### config.mk
export PLATFORM = sky130hd
export DESIGN_NAME = arpc_cell
export DESIGN_NICKNAME = d
export VERILOG_FILES = /design/src/rtl/core/arpc_pkg.sv /design/src/rtl/core/arpc_cell.sv
export SDC_FILE = /design/constraint.sdc
export NUM_CORES = 1
export LEC_CHECK = 0
export BUFFER_PORTS_ARGS = -buffer_cell sky130_fd_sc_hd__buf_2
export CORE_AREA = 2 2 194 196
export CTS_CLUSTER_SIZE = 10
export DETAILED_ROUTE_END_ITERATION = 8
export DIE_AREA = 0 0 196 198
export HOLD_SLACK_MARGIN = 0.12
export PLACE_DENSITY = 0.49
export SLEW_MARGIN = 20
export SYNTH_ARGS = -nofsm -noshare
export SYNTH_HDL_FRONTEND = slang
export SYNTH_SLANG_ARGS = --single-unit
### constraint.sdc
create_clock -name clk -period 4.5 [get_ports clk]
set_input_delay 0.225 -clock clk [delete_from_list [all_inputs] [get_ports clk]]
set_output_delay 0.225 -clock clk [all_outputs]
set_load 0.03 [all_outputs]
### src/rtl/core/arpc_pkg.sv
// ----------------------------------------------------------------------------
// arpc_pkg
// Shared types and codes for the address region permission check.
// ----------------------------------------------------------------------------
`default_nettype none

package arpc_pkg;

  localparam int ADDR_W = 64;

  // request opcodes
  localparam logic OP_APPEND = 1'b0;
  localparam logic OP_QUERY  = 1'b1;

  // result status codes
  localparam logic STATUS_OK   = 1'b0;
  localparam logic STATUS_FULL = 1'b1;

  // flag bit positions, indexed directly by the permission kind
  localparam int FLAG_READ   = 0;
  localparam int FLAG_WRITE  = 1;
  localparam int FLAG_EXEC   = 2;
  localparam int FLAG_SHARED = 3;

  typedef logic [3:0] flags_t;

  // query token that walks the chain of region cells
  typedef struct packed {
    logic              active;
    logic [ADDR_W-1:0] addr;
    logic [1:0]        kind;
    logic              hit;
    logic              allowed;
  } token_t;

endpackage

`default_nettype wire

### src/rtl/core/arpc_cell.sv
// ----------------------------------------------------------------------------
// arpc_cell
// One region slot: holds [start, end) and flags, checks a passing query token.
// ----------------------------------------------------------------------------
`default_nettype none

module arpc_cell
  import arpc_pkg::*;
(
  input  wire logic              clk,
  input  wire logic              rst,
  input  wire logic              wr,
  input  wire logic [ADDR_W-1:0] wr_start,
  input  wire logic [ADDR_W-1:0] wr_end,
  input  wire flags_t            wr_flags,
  input  wire token_t            tok_in,
  output token_t                 tok_out
);

  logic              valid;
  logic [ADDR_W-1:0] region_start;
  logic [ADDR_W-1:0] region_end;
  flags_t            flags;
  logic              match;

  // empty or inverted ranges never match
  assign match = valid && (tok_in.addr >= region_start) && (tok_in.addr < region_end);

  always_ff @(posedge clk) begin
    if (rst) begin
      valid <= 1'b0;
    end else if (wr) begin
      valid <= 1'b1;
    end
  end

  always_ff @(posedge clk) begin
    if (wr) begin
      region_start <= wr_start;
      region_end   <= wr_end;
      flags        <= wr_flags;
    end
  end

  always_ff @(posedge clk) begin
    if (rst) begin
      tok_out <= '0;
    end else begin
      tok_out <= tok_in;
      // first match in append order wins; later cells pass a hit through
      if (tok_in.active && !tok_in.hit && match) begin
        tok_out.hit     <= 1'b1;
        tok_out.allowed <= flags[tok_in.kind];
      end
    end
  end

endmodule

`default_nettype wire

==> results.toml <==
[run_status]
status = "finished, final reports clean"

[yosys]
async_flop_share = 0
syn_area_um2 = 9114
synth_top_family_by_area = "adder cells"
synth_compound_area_frac = 0.07166
synthMuxAreaShare = 0.003569
yosysTopAreaCellShare = 0.4349
synthFlopType = "edfxtp_1"
ys_ff_latch = 202
ys_seq_area_frac = 0.5887
synthCells = 733
ys_top_cells_by_area = "edfxtp_1, ha_1, dfxtp_1"
yosysWarnings = 0
yosysTopAreaCell = "edfxtp_1"
synthXorXnorAreaFrac = 0
yosys.area_share.adder = 0.1744
yosys.area_share.simple = 0.1049
synth_cell_types = 40
syn_nets = 1064
synth-edff-count = 132
synth.avg_cell_area_um2 = 12.43

[pwr]
switching_share = 0.2453
p_per_area_nw_per_um2 = 353.3
power.switching_w = 0.001207
p_seq_frac = 0.437
pwr-share-clk = 0.410
p_int_w = 0.003713
p_leak_nw = 6.498
pwr-share-comb = 0.153
ir_worst_vdd_mv = 0.2494

[drt]
drt-total-wl_um = 26210
drt_iter0_drc = 181
dr_total_vias = 7140
viasPerCell = 4.139
dr.pass1.iters = 6
drc_errors = 0
wl_per_cell_um = 15.19
antenna_left = 0

[cts]
ctsHoldBuffers = 201
cts_buffer_depth = 3
cts_sinks = 202
cts.htree.levels = 1
cts_post_setup_buffers_inserted = 0
cts_buffers = 26
cts-root-buf = "clkbuf_16"
clk_latency_ns = 0.54
postCtsResizedCells = 0
cts_tree = "built"
clkTransAtPathRegs_ns = 0.05

[floorplan]
num_io_pins = 273
dieArea_um2 = 38810
dieWidth_um = 196
rows = 71
die-height_um = 198
core_area_um2 = 36960
initial_core_util = 0.2466

[grt]
grt_usage = 0.1339
grt-ovfl-total = 0
grt_pass1_wl_um = 39880
grt_max_degree = 82
grt_pass1_vias = 7592
antenna_found_initial = 1

[critical_path]
worstSetupPathType = "input pin to flip-flop"
r2r_slack_ns = 1.52
reg2reg_to = "tok_out[0]$_SDFF_PP0_"
cp-end-kind = "flip-flop"
arrival_ns = 3.45
crit_path_start_kind = "input pin"
r2r-start = "region_start[0]$_DFFE_PP_"
critPathMaxFanout = 2
reg2reg_depth = 8
crit_required_ns = 4.96

[timing]
finalSetupViolations = 0
relSlewSlack = 0.4021
final-hold-violation-count = 0
drv_slew = 0
fmax_mhz = 333.9
rsz0062_at_grt = "false"
hold_slack_ns = 0.2424
fin_worst_skew_ns = 0.008434
period_share = 0.6655
setup_tns_ns = 0
worst_pin_slew_ns = 0.8742
min_period_ns = 2.995

[final_layout]
syn_to_final_growth_pct = 52.80
fill_cells = 3613
fin_area_um2 = 13930
layout.cells.most_common = "buf_2"
layout.nets = 1562
fin_cells = 1725
final_cell_mix = "buf_2, dlygate4sd3_1, edfxtp_1"
drive_gt1_frac = 0.2608

[placement]
place.port_buffers = 272
place_congestion = 0.7697
dp.cells = 1476
dp_hpwl_um = 19260
placed_cell_area_um2 = 11080

[min_path]
whs_endpoint = "region_end[52]$_DFFE_PP_"
min-delay-path-class = "input pin to flip-flop"
hold_depth = 1
min-delay-start = "wr"

[job]
maxCapViolations = 0
-- how the worst max path moves through the flow --
stage                                   start               endpoint  depth (start not counted)
finish                              tok_in[4]  tok_out[0]$_SDFF_PP0_                         11
CTS                 region_start[0]$_DFFE_PP_  tok_out[1]$_SDFF_PP0_                          8
global route        region_start[0]$_DFFE_PP_  tok_out[0]$_SDFF_PP0_                          8
detailed placement                  tok_in[4]  tok_out[1]$_SDFF_PP0_                         10
floorplan           region_start[0]$_DFFE_PP_  tok_out[0]$_SDFF_PP0_                          8
global placement                    tok_in[4]  tok_out[0]$_SDFF_PP0_                         10
-- power groups by stage --
stage | combinational [W] | clock [W] | sequential, W
CTS | 0.000767 | 0.00211 | 0.00215
global placement | 0.000615 | 0 | 0.00219
detailed placement | 0.000623 | 0 | 0.00219
floorplan | 0.000276 | 0 | 0.00225
global route | 0.000854 | 0.00217 | 0.00216
finish | 0.000753 | 0.00202 | 0.00215
-- kinds of logic after synthesis --
logic type,count (synthesis)
AOI/OAI and AO/OA,98
adders and majority gates,127
buffers and inverters,138
DFF,202
muxes,2
and+or+nand+nor,166
-- per-stage QoR --
step / power (W) / setup slack (ns) / util
6_report: 0.004920 / 1.505 / 0.3768
5_1_grt: 0.005189 / 1.301 / 0.3768
4_1_cts: 0.005026 / 1.444 / 0.3768
3_5_place_dp: 0.002811 / 1.426 / 0.2998
3_3_place_gp: 0.002801 / 1.488 / 0.2998
2_1_floorplan: 0.002524 / 2.348 / -
-- per-layer routing --
layer  vias to the layer above  GRT usage  part of all wire
met5                         -          0                 0
met4                         0    0.05303             0.029
met3                        43    0.02351             0.047
met2                       182     0.2395              0.50
met1                      3334     0.1595              0.42
li1                       3581          -                 -
-- synthesized netlist by cell type, types with 3 or more instances --
cell type and number:
clkbuf_1 7, o21a_1 3, o21ai_0 9, or2_2 4, inv_1 131, edfxtp_1 132, nand3_1 17, a2111oi_0 4
nor2_1 11, nor2b_1 67, a21o_1 12, ha_1 127, dfxtp_1 70, nand4_1 24, nand2_1 27, nor3_1 3
nand2b_1 4, a21oi_1 48, a211oi_1 6
-- sequential cells by signal, summed over array words and instances, names as in the netlist --
signal and count:
flags 4, region_end 64, region_start 64, tok_out 69
valid 1
-- cell type report --
type                    count  area (um^2)  area share
clock inverters             4        45.04    0.003234
repair buffers            477         3412      0.2450
clock buffers              43        785.8     0.05642
diodes                      1        2.502   0.0001797
well taps                 474        593.1     0.04259
multi-input cells         393         3231      0.2320
flip-flops and latches    202         5365      0.3853
inverters                 131        491.7     0.03531
-- critical path, stage by stage --
cell and delay [ns]:
dlygate4sd3_1 0.54, buf_2 0.13, inv_1 0.07, ha_1 0.22, nand2b_1 0.13, a2111oi_0 0.49
o311ai_1 0.25, a2111oi_2 0.79, o221ai_2 0.18, o211ai_2 0.22, mux2i_1 0.20
Note: power is estimated with default switching activity, not from simulation.
